### src/hdl/pidsr_pkg.sv
// Shared types, widths and constants of the PID step rate controller.
package pidsr_pkg;

    // Field and state widths.
    localparam int POSITION_BITS = 24;
    localparam int ERR_W         = POSITION_BITS + 1;
    localparam int SUM_W         = 25;
    localparam int LIMIT_W       = 24;
    localparam int GAIN_W        = 16;
    localparam int ELAPSED_W     = 32;
    localparam int VEL_W         = 32;
    localparam int PERIOD_W      = 20;
    localparam int CFG_W         = 24;
    localparam int CFG_IDX_W     = 3;

    // Derivative path: dividend is |error change| scaled by 2^16.
    localparam int DIFF_W        = POSITION_BITS + 2;
    localparam int DIVIDEND_W    = ERR_W + 16;
    localparam int DERIV_W       = DIVIDEND_W + 1;

    // Shared multiplier and accumulator.
    localparam int DL_BITS       = 24;
    localparam int OP_W          = (ERR_W > 26) ? ERR_W : 26;
    localparam int PROD_W        = OP_W + GAIN_W + 1;
    localparam int ACC_W         = ((POSITION_BITS > 24) ? POSITION_BITS : 24) + 37;
    localparam int FRAC_BITS     = 28;

    // Step period limits.
    localparam logic [PERIOD_W-1:0] PERIOD_STOP = 20'd1000000;
    localparam logic [PERIOD_W-1:0] PERIOD_MIN  = 20'd100;

    // Configuration register indexes.
    typedef enum logic [CFG_IDX_W-1:0] {
        REG_KP_GAIN          = 3'd0,
        REG_KI_GAIN          = 3'd1,
        REG_KD_GAIN          = 3'd2,
        REG_INTEGRAL_LIMIT   = 3'd3,
        REG_INVERT_DIRECTION = 3'd4
    } reg_index_t;

    // Operand selection of the shared multiply-accumulate unit.
    typedef enum logic [2:0] {
        MAC_NONE = 3'd0,
        MAC_P    = 3'd1,
        MAC_I    = 3'd2,
        MAC_DL   = 3'd3,
        MAC_DH   = 3'd4
    } mac_sel_t;

    typedef struct packed {
        logic signed [POSITION_BITS-1:0] target_position;
        logic signed [POSITION_BITS-1:0] measured_position;
        logic [ELAPSED_W-1:0]            elapsed_us;
    } in_item_t;

    typedef struct packed {
        logic signed [VEL_W-1:0] drive_velocity;
        logic                    drive_direction;
        logic [PERIOD_W-1:0]     step_period;
    } out_item_t;

    // Commands from the controller to the datapath.
    typedef struct packed {
        logic     load;
        logic     sum_upd;
        mac_sel_t mac_sel;
        logic     div_start;
        logic     d_zero;
        logic     d_load;
        logic     vel_upd;
        logic     out_load;
    } cmd_t;

    // Status from the datapath to the controller.
    typedef struct packed {
        logic elapsed_zero;
        logic div_done;
        logic out_free;
    } status_t;

    // 1000 / mag, truncated, for magnitudes one to nine; zero and larger magnitudes give the minimum.
    function automatic logic [PERIOD_W-1:0] period_lut(input logic [3:0] mag);
        logic [PERIOD_W-1:0] p;
        case (mag)
            4'd1:    p = 20'd1000;
            4'd2:    p = 20'd500;
            4'd3:    p = 20'd333;
            4'd4:    p = 20'd250;
            4'd5:    p = 20'd200;
            4'd6:    p = 20'd166;
            4'd7:    p = 20'd142;
            4'd8:    p = 20'd125;
            4'd9:    p = 20'd111;
            default: p = 20'd100;
        endcase
        return p;
    endfunction

endpackage

### src/hdl/pidsr_div.sv
// Bit-serial restoring divider for the derivative term, one quotient bit per cycle.
module pidsr_div (
    input  logic                                clk,
    input  logic                                rst_n,
    input  logic                                start,
    input  logic [pidsr_pkg::DIVIDEND_W-1:0]    dividend,
    input  logic [pidsr_pkg::ELAPSED_W-1:0]     divisor,
    output logic                                done,
    output logic [pidsr_pkg::DIVIDEND_W-1:0]    quotient
);

    localparam int N     = pidsr_pkg::DIVIDEND_W;
    localparam int DW    = pidsr_pkg::ELAPSED_W;
    localparam int CNT_W = $clog2(N);

    logic [N-1:0]     quo_reg;
    logic [DW-1:0]    rem_reg;
    logic [DW-1:0]    divisor_reg;
    logic [CNT_W-1:0] count_reg;
    logic             busy_reg;
    logic             done_reg;

    logic [DW:0]      shifted;
    logic [DW+1:0]    trial;

    // Trial subtraction of the divisor from the shifted partial remainder.
    always_comb
    begin
        shifted = {rem_reg, quo_reg[N-1]};
        trial   = {1'b0, shifted} - {2'b00, divisor_reg};
    end

    // Control of the iteration.
    always_ff @(posedge clk or negedge rst_n)
    begin
        if (!rst_n)
        begin
            busy_reg  <= 1'b0;
            done_reg  <= 1'b0;
            count_reg <= '0;
        end
        else
        begin
            done_reg <= 1'b0;
            if (start)
            begin
                busy_reg  <= 1'b1;
                count_reg <= '0;
            end
            else if (busy_reg)
            begin
                count_reg <= count_reg + 1'b1;
                if (count_reg == CNT_W'(N - 1))
                begin
                    busy_reg <= 1'b0;
                    done_reg <= 1'b1;
                end
            end
        end
    end

    // Remainder and quotient shift registers.
    always_ff @(posedge clk)
    begin
        if (start)
        begin
            quo_reg     <= dividend;
            rem_reg     <= '0;
            divisor_reg <= divisor;
        end
        else if (busy_reg)
        begin
            quo_reg <= {quo_reg[N-2:0], ~trial[DW+1]};
            if (!trial[DW+1])
                rem_reg <= trial[DW-1:0];
            else
                rem_reg <= shifted[DW-1:0];
        end
    end

    assign done     = done_reg;
    assign quotient = quo_reg;

endmodule

### src/hdl/pidsr_dp.sv
// Datapath: configuration, controller state, derivative divider, shared MAC and output register.
module pidsr_dp (
    input  logic                               clk,
    input  logic                               rst_n,
    input  logic                               cfg_wr_en,
    input  logic [pidsr_pkg::CFG_IDX_W-1:0]    cfg_index,
    input  logic [pidsr_pkg::CFG_W-1:0]        cfg_data,
    input  pidsr_pkg::in_item_t                in_data,
    input  pidsr_pkg::cmd_t                    cmd,
    output pidsr_pkg::status_t                 status,
    output logic                               out_valid,
    input  logic                               out_stall,
    output pidsr_pkg::out_item_t               out_data
);

    localparam int ERR_W   = pidsr_pkg::ERR_W;
    localparam int SUM_W   = pidsr_pkg::SUM_W;
    localparam int LIMIT_W = pidsr_pkg::LIMIT_W;
    localparam int GAIN_W  = pidsr_pkg::GAIN_W;
    localparam int DIFF_W  = pidsr_pkg::DIFF_W;
    localparam int DVD_W   = pidsr_pkg::DIVIDEND_W;
    localparam int DER_W   = pidsr_pkg::DERIV_W;
    localparam int OP_W    = pidsr_pkg::OP_W;
    localparam int PROD_W  = pidsr_pkg::PROD_W;
    localparam int ACC_W   = pidsr_pkg::ACC_W;
    localparam int FRAC    = pidsr_pkg::FRAC_BITS;
    localparam int DL      = pidsr_pkg::DL_BITS;
    localparam int VEL_W   = pidsr_pkg::VEL_W;
    localparam int QW      = ACC_W - FRAC;
    localparam int SUMX_W  = ((ERR_W > SUM_W) ? ERR_W : SUM_W) + 1;

    localparam logic signed [QW-1:0] VEL_MAX = {{(QW-VEL_W+1){1'b0}}, {(VEL_W-1){1'b1}}};
    localparam logic signed [QW-1:0] VEL_MIN = {{(QW-VEL_W+1){1'b1}}, {(VEL_W-1){1'b0}}};

    // Configuration registers.
    logic [GAIN_W-1:0]  kp_gain_reg;
    logic [GAIN_W-1:0]  ki_gain_reg;
    logic [GAIN_W-1:0]  kd_gain_reg;
    logic [LIMIT_W-1:0] limit_reg;
    logic               invert_reg;

    // Controller state and per-transaction working registers.
    logic signed [SUM_W-1:0]  error_sum_reg;
    logic signed [ERR_W-1:0]  last_error_reg;
    logic signed [ERR_W-1:0]  err_reg;
    logic [pidsr_pkg::ELAPSED_W-1:0] elapsed_reg;
    logic signed [DIFF_W-1:0] diff_reg;
    logic signed [DER_W-1:0]  d_reg;
    logic signed [PROD_W-1:0] prod_reg;
    pidsr_pkg::mac_sel_t      prod_sel_reg;
    logic signed [ACC_W-1:0]  acc_reg;
    logic signed [VEL_W-1:0]  v_reg;
    logic                     out_valid_reg;
    pidsr_pkg::out_item_t     out_reg;

    logic signed [SUMX_W-1:0] sum_raw;
    logic signed [SUMX_W-1:0] lim_pos;
    logic signed [SUMX_W-1:0] lim_neg;
    logic signed [SUMX_W-1:0] sum_clamped;
    logic signed [DIFF_W-1:0] diff_next;
    logic signed [DIFF_W-1:0] diff_mag;
    logic [DVD_W-1:0]         dividend;
    logic                     div_done;
    logic [DVD_W-1:0]         quotient;
    logic signed [DER_W-1:0]  quo_ext;
    logic signed [OP_W-1:0]   mac_op;
    logic [GAIN_W-1:0]        mac_gain;
    logic signed [PROD_W-1:0] prod_next;
    logic signed [ACC_W-1:0]  prod_ext;
    logic signed [ACC_W-1:0]  acc_addend;
    logic signed [QW-1:0]     q_floor;
    logic signed [QW-1:0]     q_trunc;
    logic                     q_round;
    logic signed [VEL_W-1:0]  v_next;
    logic                     v_small;
    logic [3:0]               v_mag;
    logic [pidsr_pkg::PERIOD_W-1:0] period_next;
    logic                     dir_next;

    // Configuration writes; unknown indexes are ignored.
    always_ff @(posedge clk or negedge rst_n)
    begin
        if (!rst_n)
        begin
            kp_gain_reg <= 16'd1229;
            ki_gain_reg <= 16'd2048;
            kd_gain_reg <= 16'd41;
            limit_reg   <= 24'd1;
            invert_reg  <= 1'b0;
        end
        else if (cfg_wr_en)
        begin
            unique case (cfg_index)
                pidsr_pkg::REG_KP_GAIN:          kp_gain_reg <= cfg_data[GAIN_W-1:0];
                pidsr_pkg::REG_KI_GAIN:          ki_gain_reg <= cfg_data[GAIN_W-1:0];
                pidsr_pkg::REG_KD_GAIN:          kd_gain_reg <= cfg_data[GAIN_W-1:0];
                pidsr_pkg::REG_INTEGRAL_LIMIT:   limit_reg   <= cfg_data[LIMIT_W-1:0];
                pidsr_pkg::REG_INVERT_DIRECTION: invert_reg  <= cfg_data[0];
                default:                         ;
            endcase
        end
    end

    // Clamped integral and error change.
    always_comb
    begin
        sum_raw   = SUMX_W'(error_sum_reg) + SUMX_W'(err_reg);
        lim_pos   = $signed({{(SUMX_W-LIMIT_W){1'b0}}, limit_reg});
        lim_neg   = -lim_pos;
        if (sum_raw > lim_pos)
            sum_clamped = lim_pos;
        else if (sum_raw < lim_neg)
            sum_clamped = lim_neg;
        else
            sum_clamped = sum_raw;
        diff_next = DIFF_W'(err_reg) - DIFF_W'(last_error_reg);
    end

    // Integral and previous-error state.
    always_ff @(posedge clk or negedge rst_n)
    begin
        if (!rst_n)
        begin
            error_sum_reg  <= '0;
            last_error_reg <= '0;
        end
        else if (cmd.sum_upd)
        begin
            error_sum_reg  <= sum_clamped[SUM_W-1:0];
            last_error_reg <= err_reg;
        end
    end

    // Dividend is the error change magnitude scaled by 2^16.
    always_comb
    begin
        diff_mag = diff_reg[DIFF_W-1] ? -diff_reg : diff_reg;
        dividend = {diff_mag[ERR_W-1:0], 16'd0};
        quo_ext  = $signed({{(DER_W-DVD_W){1'b0}}, quotient});
    end

    pidsr_div u_div (
        .clk      (clk),
        .rst_n    (rst_n),
        .start    (cmd.div_start),
        .dividend (dividend),
        .divisor  (elapsed_reg),
        .done     (div_done),
        .quotient (quotient)
    );

    // Operand selection for the shared multiplier.
    always_comb
    begin
        case (cmd.mac_sel)
            pidsr_pkg::MAC_P:
            begin
                mac_op   = OP_W'(err_reg);
                mac_gain = kp_gain_reg;
            end
            pidsr_pkg::MAC_I:
            begin
                mac_op   = OP_W'(error_sum_reg);
                mac_gain = ki_gain_reg;
            end
            pidsr_pkg::MAC_DL:
            begin
                mac_op   = $signed({{(OP_W-DL){1'b0}}, d_reg[DL-1:0]});
                mac_gain = kd_gain_reg;
            end
            pidsr_pkg::MAC_DH:
            begin
                mac_op   = OP_W'(d_reg >>> DL);
                mac_gain = kd_gain_reg;
            end
            default:
            begin
                mac_op   = '0;
                mac_gain = '0;
            end
        endcase
        prod_next = mac_op * $signed({1'b0, mac_gain});
    end

    // Product weighting before accumulation.
    always_comb
    begin
        prod_ext = ACC_W'(prod_reg);
        case (prod_sel_reg) inside
            pidsr_pkg::MAC_P,
            pidsr_pkg::MAC_I:  acc_addend = prod_ext <<< 16;
            pidsr_pkg::MAC_DL: acc_addend = prod_ext;
            pidsr_pkg::MAC_DH: acc_addend = prod_ext <<< DL;
            default:           acc_addend = '0;
        endcase
    end

    // Velocity: truncate the Q.28 sum toward zero, then saturate.
    always_comb
    begin
        q_floor = acc_reg[ACC_W-1:FRAC];
        q_round = acc_reg[ACC_W-1] && (acc_reg[FRAC-1:0] != '0);
        q_trunc = q_floor + $signed({{(QW-1){1'b0}}, q_round});
        if (q_trunc > VEL_MAX)
            v_next = VEL_MAX[VEL_W-1:0];
        else if (q_trunc < VEL_MIN)
            v_next = VEL_MIN[VEL_W-1:0];
        else
            v_next = q_trunc[VEL_W-1:0];
    end

    // Direction and step period from the velocity.
    always_comb
    begin
        v_small  = (v_reg > -32'sd10) && (v_reg < 32'sd10);
        v_mag    = v_reg[VEL_W-1] ? (~v_reg[3:0] + 4'd1) : v_reg[3:0];
        dir_next = (!v_reg[VEL_W-1] && (v_reg != '0)) ^ invert_reg;
        if (v_reg == '0)
            period_next = pidsr_pkg::PERIOD_STOP;
        else if (v_small)
            period_next = pidsr_pkg::period_lut(v_mag);
        else
            period_next = pidsr_pkg::PERIOD_MIN;
    end

    // Working registers of one transaction.
    always_ff @(posedge clk)
    begin
        if (cmd.load)
        begin
            err_reg     <= ERR_W'(in_data.target_position) - ERR_W'(in_data.measured_position);
            elapsed_reg <= in_data.elapsed_us;
        end
        if (cmd.sum_upd)
            diff_reg <= diff_next;
        if (cmd.d_zero)
            d_reg <= '0;
        else if (cmd.d_load)
            d_reg <= diff_reg[DIFF_W-1] ? -quo_ext : quo_ext;
        prod_reg <= prod_next;
        if (cmd.load)
            acc_reg <= '0;
        else
            acc_reg <= acc_reg + acc_addend;
        if (cmd.vel_upd)
            v_reg <= v_next;
        if (cmd.out_load)
        begin
            out_reg.drive_velocity  <= v_reg;
            out_reg.drive_direction <= dir_next;
            out_reg.step_period     <= period_next;
        end
    end

    // Product tag and output valid.
    always_ff @(posedge clk or negedge rst_n)
    begin
        if (!rst_n)
        begin
            prod_sel_reg  <= pidsr_pkg::MAC_NONE;
            out_valid_reg <= 1'b0;
        end
        else
        begin
            prod_sel_reg <= cmd.mac_sel;
            if (cmd.out_load)
                out_valid_reg <= 1'b1;
            else if (!out_stall)
                out_valid_reg <= 1'b0;
        end
    end

    assign status.elapsed_zero = (elapsed_reg == '0);
    assign status.div_done     = div_done;
    assign status.out_free     = !out_valid_reg || !out_stall;
    assign out_valid           = out_valid_reg;
    assign out_data            = out_reg;

endmodule

### src/hdl/pidsr_ctrl.sv
// Controller state machine sequencing one update through the datapath.
module pidsr_ctrl (
    input  logic               clk,
    input  logic               rst_n,
    input  logic               in_valid,
    output logic               in_stall,
    input  pidsr_pkg::status_t status,
    output pidsr_pkg::cmd_t    cmd
);

    typedef enum logic [8:0] {
        ST_IDLE  = 9'b000000001,
        ST_SUM   = 9'b000000010,
        ST_DIVS  = 9'b000000100,
        ST_DIVW  = 9'b000001000,
        ST_MDL   = 9'b000010000,
        ST_MDH   = 9'b000100000,
        ST_DRAIN = 9'b001000000,
        ST_VEL   = 9'b010000000,
        ST_OUT   = 9'b100000000
    } state_t;

    state_t state_reg;
    state_t state_next;

    // Next state and commands.
    always_comb
    begin
        state_next    = state_reg;
        cmd           = '0;
        cmd.mac_sel   = pidsr_pkg::MAC_NONE;
        unique case (state_reg)
            ST_IDLE:
            begin
                if (in_valid)
                begin
                    cmd.load   = 1'b1;
                    state_next = ST_SUM;
                end
            end
            ST_SUM:
            begin
                cmd.sum_upd = 1'b1;
                cmd.mac_sel = pidsr_pkg::MAC_P;
                state_next  = ST_DIVS;
            end
            ST_DIVS:
            begin
                cmd.mac_sel = pidsr_pkg::MAC_I;
                if (status.elapsed_zero)
                begin
                    cmd.d_zero = 1'b1;
                    state_next = ST_MDL;
                end
                else
                begin
                    cmd.div_start = 1'b1;
                    state_next    = ST_DIVW;
                end
            end
            ST_DIVW:
            begin
                if (status.div_done)
                begin
                    cmd.d_load = 1'b1;
                    state_next = ST_MDL;
                end
            end
            ST_MDL:
            begin
                cmd.mac_sel = pidsr_pkg::MAC_DL;
                state_next  = ST_MDH;
            end
            ST_MDH:
            begin
                cmd.mac_sel = pidsr_pkg::MAC_DH;
                state_next  = ST_DRAIN;
            end
            ST_DRAIN:
            begin
                state_next = ST_VEL;
            end
            ST_VEL:
            begin
                cmd.vel_upd = 1'b1;
                state_next  = ST_OUT;
            end
            ST_OUT:
            begin
                if (status.out_free)
                begin
                    cmd.out_load = 1'b1;
                    state_next   = ST_IDLE;
                end
            end
            default:
            begin
                state_next = ST_IDLE;
            end
        endcase
    end

    always_ff @(posedge clk or negedge rst_n)
    begin
        if (!rst_n)
            state_reg <= ST_IDLE;
        else
            state_reg <= state_next;
    end

    assign in_stall = (state_reg != ST_IDLE);

endmodule

### src/hdl/pid_step_rate_controller.sv
// One transaction is in flight at a time; when elapsed_us is nonzero, the bit-serial
// derivative divider (41-bit dividend, one quotient bit per cycle) sets the time per
// transaction. When elapsed_us is zero the divider is skipped.
// The result register holds a finished transaction while the next update computes.
// Reset clears the integral, the previous error, the control state and loads the
// default gains, limit and direction setting.
module pid_step_rate_controller (
    input  logic                               clk,
    input  logic                               rst_n,
    input  logic                               cfg_wr_en,
    input  logic [pidsr_pkg::CFG_IDX_W-1:0]    cfg_index,
    input  logic [pidsr_pkg::CFG_W-1:0]        cfg_data,
    input  logic                               in_valid,
    output logic                               in_stall,
    input  pidsr_pkg::in_item_t                in_data,
    output logic                               out_valid,
    input  logic                               out_stall,
    output pidsr_pkg::out_item_t               out_data
);

    pidsr_pkg::cmd_t    cmd;
    pidsr_pkg::status_t status;

    pidsr_ctrl u_ctrl (
        .clk      (clk),
        .rst_n    (rst_n),
        .in_valid (in_valid),
        .in_stall (in_stall),
        .status   (status),
        .cmd      (cmd)
    );

    pidsr_dp u_dp (
        .clk       (clk),
        .rst_n     (rst_n),
        .cfg_wr_en (cfg_wr_en),
        .cfg_index (cfg_index),
        .cfg_data  (cfg_data),
        .in_data   (in_data),
        .cmd       (cmd),
        .status    (status),
        .out_valid (out_valid),
        .out_stall (out_stall),
        .out_data  (out_data)
    );

    // The block goes busy right after taking a transaction.
    a_busy_after_load: assert property (@(posedge clk) disable iff (!rst_n)
        cmd.load |=> in_stall)
        else $error("block did not go busy after accepting a transaction");

    // Divider completion is only ever seen while the controller waits for it.
    a_div_done_taken: assert property (@(posedge clk) disable iff (!rst_n)
        status.div_done |-> cmd.d_load)
        else $error("divider result was not taken");

    // Sequencing commands belong to distinct steps.
    a_cmd_exclusive: assert property (@(posedge clk) disable iff (!rst_n)
        $onehot0({cmd.load, cmd.sum_upd, cmd.div_start | cmd.d_zero, cmd.vel_upd,
                  cmd.out_load}))
        else $error("conflicting sequencing commands");

    // A loaded result is presented on the next cycle.
    a_out_after_load: assert property (@(posedge clk) disable iff (!rst_n)
        cmd.out_load |=> out_valid)
        else $error("result register load did not raise out_valid");

endmodule
### config.mk
export PLATFORM = sky130hd
export DESIGN_NAME = pid_step_rate_controller
export DESIGN_NICKNAME = d
export VERILOG_FILES = /design/src/hdl/pidsr_pkg.sv /design/src/hdl/pidsr_div.sv /design/src/hdl/pidsr_dp.sv /design/src/hdl/pidsr_ctrl.sv /design/src/hdl/pid_step_rate_controller.sv
export SDC_FILE = /design/constraint.sdc
export NUM_CORES = 2
export LEC_CHECK = 0
export ABC_AREA = 1
export BUFFER_PORTS_ARGS = -buffer_cell sky130_fd_sc_hd__clkbuf_2
export CORE_ASPECT_RATIO = 1.75
export CORE_MARGIN = 2
export CORE_UTILIZATION = 30
export CTS_CLUSTER_DIAMETER = 120
export DETAILED_ROUTE_END_ITERATION = 10
export GPL_TIMING_DRIVEN = 0
export PLACE_DENSITY = 0.46
export SKIP_LAST_GASP = 1
export SYNTH_ARGS = -nofsm -noshare
export SYNTH_HDL_FRONTEND = slang
export SYNTH_SLANG_ARGS = --single-unit
export TNS_END_PERCENT = 100
### constraint.sdc
create_clock -name clk -period 8.2 [get_ports clk]
set_clock_uncertainty 0.1 [all_clocks]
set_input_delay 0.82 -clock clk [delete_from_list [all_inputs] [get_ports clk]]
set_output_delay 0.82 -clock clk [all_outputs]
set_load 0.005 [all_outputs]
==> results by stage <==
Worst setup path:
- The worst setup path is launched from a register.
- Along the worst path, the maximum fanout reaches 10.
- The cell with the largest stage delay on the worst path is fa_1.
- At the worst endpoint, the arrival time is roughly 8.4 ns.
- The number of buffers and inverters on the critical path is 9.
- The nature of the critical path endpoint is a register.
- The critical path's largest stage delay is 0.54 ns.
- The classification of the worst setup path is register to register.
- The cell class contributing the biggest share of worst-path delay is adder cells.
- The data required time of the worst path is approximately 8.7 ns.

Global routing:
- The number of antenna violations at the first check in global routing was 2.
- The global-route wire length before repair is 303 mm.
- The all-layer global routing usage is 23.4%.
- The leftover overflow at the end of global routing is 0.
- The via count of the first global-routing pass was between 40k and 50k.
- Entering global routing, the biggest net connects 80 pins.

Synthesis:
- In this run, synthesis produced a sequential element count of between 500 and 600.
- The post-synthesis async set-or-reset flop share is about a quarter.
- The sequential element share of the synthesized area is 27.2%.
- The count of flip-flops with a built-in enable after synthesis is 216.
- In the synthesized netlist the dominant register cell turns out to be edfxtp_1.
- Sorting the synthesized cells by area gives the leading types as fa_1 (16%), edfxtp_1 (13%), nand2_1 (12%).
- The count of different cell masters after synthesis is slightly above 60.
- The synthesized area per cell is 7.42 um2.
- The largest total area in the synthesized netlist belongs to fa_1.
- Yosys printed 0 warnings.
- The cell area that synthesis handed to floorplanning was 51500 um2.
- The synthesized design devotes to its leading area cell type between 15 and 20% of total area.
- Synthesis produced about 6.9k cells.

Place:
- After detailed placement, the design holds a cell count of slightly above 9k.
- In this run the tool buffered the top-level ports with 161 buffer cells.
- The HPWL after detailed placement is 173 mm.
- At the placement stage, the worst setup path has a slack of -1.71 ns.
- The global placer's final weighted congestion is 0.981.

STA:
- After layout, the minimum clock period comes to 7.93 ns.
- Setup violations remaining at the end of the flow were counted as 0.
- The slew at the pin closest to its max-slew limit is around 1.5 ns.
- The post-route clock period utilization is a little under 100%.
- Across all setup checks in the final design, the least slack found is ~0.27 ns.
- The total count of max-transition violations in the final report is 0.
- The final count of hold timing violations is 1.
- Based on the critical path, the design can be clocked at up to 126 MHz.
- Setup repair after global routing could not meet its margin everywhere.
- In this run the tightest slew margin relative to its limit is approximately 1.9%.
- The final hold slack is -0.00728 ns.

Worst hold path:
- The path class of the tightest hold or removal check is input port to asynchronous set/reset pin.

Clock tree:
- The clock tree synthesis step divided the H-tree into 2 levels.
- The number of buffers inserted for hold repair after clock tree synthesis is 0.
- The number of buffers created by CTS is 61.
- The root cell of the clock tree is clkbuf_16.
- The number of buffers on the longest clock path is 3.
- After clock tree synthesis, the clock-pin slew on the worst setup and hold paths is 0.07 ns.
- The tree built by TritonCTS fans out to approximately 550 sinks.
- The later pin in the worst-skew pair is clocked with a latency of 0.72 ns.
- TritonCTS built the clock tree.

Routing:
- The wire length per cell is 21.7 um.
- The pre-antenna-repair detailed-routing pass consisted of 8 iterations.
- The count of nets left with antenna violations once routing finished came out at 0.
- After the first detailed-routing iteration, the DRC count stood at 2424.
- The vias after detailed routing is 46.5k.
- For this run, design rule violations remaining after detail routing come to 0.
- Using the TritonRoute via totals, the vias-per-cell ratio works out to 4.91.
- For this block, the routed nets add up to 206 mm of wire.

Run status:
- The checks that failed: hold timing.
- The flow ran to the end, but the final reports show violations.

Run:
- The reported max-cap violation count is 0.

Floorplanning:
- The die span in y is 552 um.
- The effective utilization at floorplan is 30.1%.
- The horizontal die dimension is 317 um.
- The top-level I/O count is 167.
- The floorplan step defined a core boundary enclosing 171000 um2.
- The area of the die is 175000 um2.
- The initialized floorplan defines 201 standard-cell rows.

Cells and area:
- In the final layout, the share of cells above drive strength 1 is 7.54%.
- In the layout the commonest cells are nand2_1 (1605), inv_1 (1357), nor2_1 (633), o21ai_0 (459), fa_1 (392).
- The area growth from synthesis to layout is 13.2%.
- The number of fill cells is 18.6k.
- In the final layout, the multi-input gates occupy about 32000 um2.
- The register with the most flip-flops in the layout has 61 of them.
- At the end of the flow, the number of nets in the layout was 8048.
- In the final layout, flip-flops and latches occupy around 14000 um2.
- The most common cell after layout, fill and taps aside is nand2_1.
- The non-filler instance count after layout is 9487.
- The utilization after layout is 34.1%.

Pwr:
- The maximum VDD drop is between 0.15 and 0.2 mV.
- The ratio of total power to cell area is 250 nW/um2.
- In this run the static leakage power is 29.0 nW.
==> power by group <==
part           internal (W)  leakage [nW]  total (W)  switching [W]
Combinational       0.00226          22.6    0.00744        0.00519
Clock               0.00169          1.06    0.00301        0.00132
Sequential          0.00359          5.36    0.00411       0.000527
Total               0.00753          29.0     0.0146        0.00704
==> stage by stage <==
stage          area [um2]  total power (W)  setup TNS, ns
2_1_floorplan       51500          0.00885              0
3_3_place_gp        55100           0.0115         -19.44
3_5_place_dp        55300           0.0115         -20.53
4_1_cts             57900           0.0146       -0.00523
5_1_grt             58300           0.0157         -0.142
6_report            58300           0.0146              0
==> synth_stat cells (9+ instances only) <==
master	n
ha_1	335
o22ai_1	37
nand2_1	1617
a22o_1	21
edfxtp_1	216
a211oi_1	9
a21boi_0	13
fa_1	400
nand4_1	74
dfxtp_1	194
xnor2_1	46
o21ai_0	470
nor2_1	667
xor2_1	129
o221ai_1	22
nand3_1	253
clkbuf_1	102
a31oi_1	38
buf_2	51
or2_2	10
nand3b_1	14
inv_1	1363
o21a_1	15
o211ai_1	44
o21bai_1	37
dfrtp_1	132
inv_2	10
a21oi_1	372
dfstp_2	12
nor3_1	63
buf_4	10
a21o_1	34
nor4_1	54
==> timing repair <==
| action | CTS | global route |
|---|---|---|
| setup endpoints to repair | 29 | 27 |
| endpoints found under the hold margin | 0 | 0 |
| pin swaps | 4 | 7 |
| setup buffers | 9 | 13 |
| gates cloned | 0 | 0 |
| resized for setup | 127 | 98 |
==> metal layers <==
layer	global-route usage [%]	routed length [um]	vias up
li1	-	-	22500
met3	2.14	6320	578
met5	0	0	-
met4	19.2	20500	0
met2	44.9	111000	1219
met1	21.9	67800	22200
==> final timing paths <==
| path | cells after the start | startpoint | endpoint | slack, ns |
|---|---|---|---|---|
| setup / recovery | 31 | u_ctrl.state_reg[6]$_DFFE_PN0P_ | u_dp.prod_reg[28]$_DFF_P_ | 0.27 |
| hold / removal | 1 | rst_n | u_dp.last_error_reg[21]$_DFFE_PN0P_ | -0.007 |
| setup reg to reg | 31 | u_ctrl.state_reg[6]$_DFFE_PN0P_ | u_dp.prod_reg[28]$_DFF_P_ | 0.27 |
| hold reg to reg | 0 | u_dp.elapsed_reg[7]$_DFFE_PP_ | u_dp.u_div.divisor_reg[7]$_DFFE_PP_ | 0.34 |
| max in group asynchronous | 2 | rst_n | u_ctrl.state_reg[8]$_DFFE_PN0P_ | 7.04 |
| min in group clk | 1 | in_data[8] | u_dp.elapsed_reg[8]$_DFFE_PP_ | 0.20 |
==> cell families after synthesis <==
kind of cell	count (synthesis)	share of synthesized area, %
AND/OR/NAND/NOR	2786	22.1
buffers and inverters	1552	11.6
AO/OA/AOI/OAI	1141	12.5
adder cells (fa/ha/maj)	735	23.7
flip-flops	554	27.2
XOR/XNOR	175	2.98
other	1	0.00728
==> area by class of cell <==
cell class              count  area share, %
well taps                2233           4.79
flip-flops and latches    554           24.0
clock buffers              81           3.02
repair buffers            191           1.92
multi-input cells        4842           55.2
diodes                      1        0.00429
inverters                1380           8.91
clock inverters            34          0.663
plain buffers             171           1.51
No activity file was read; power rests on OpenSTA's default activity.
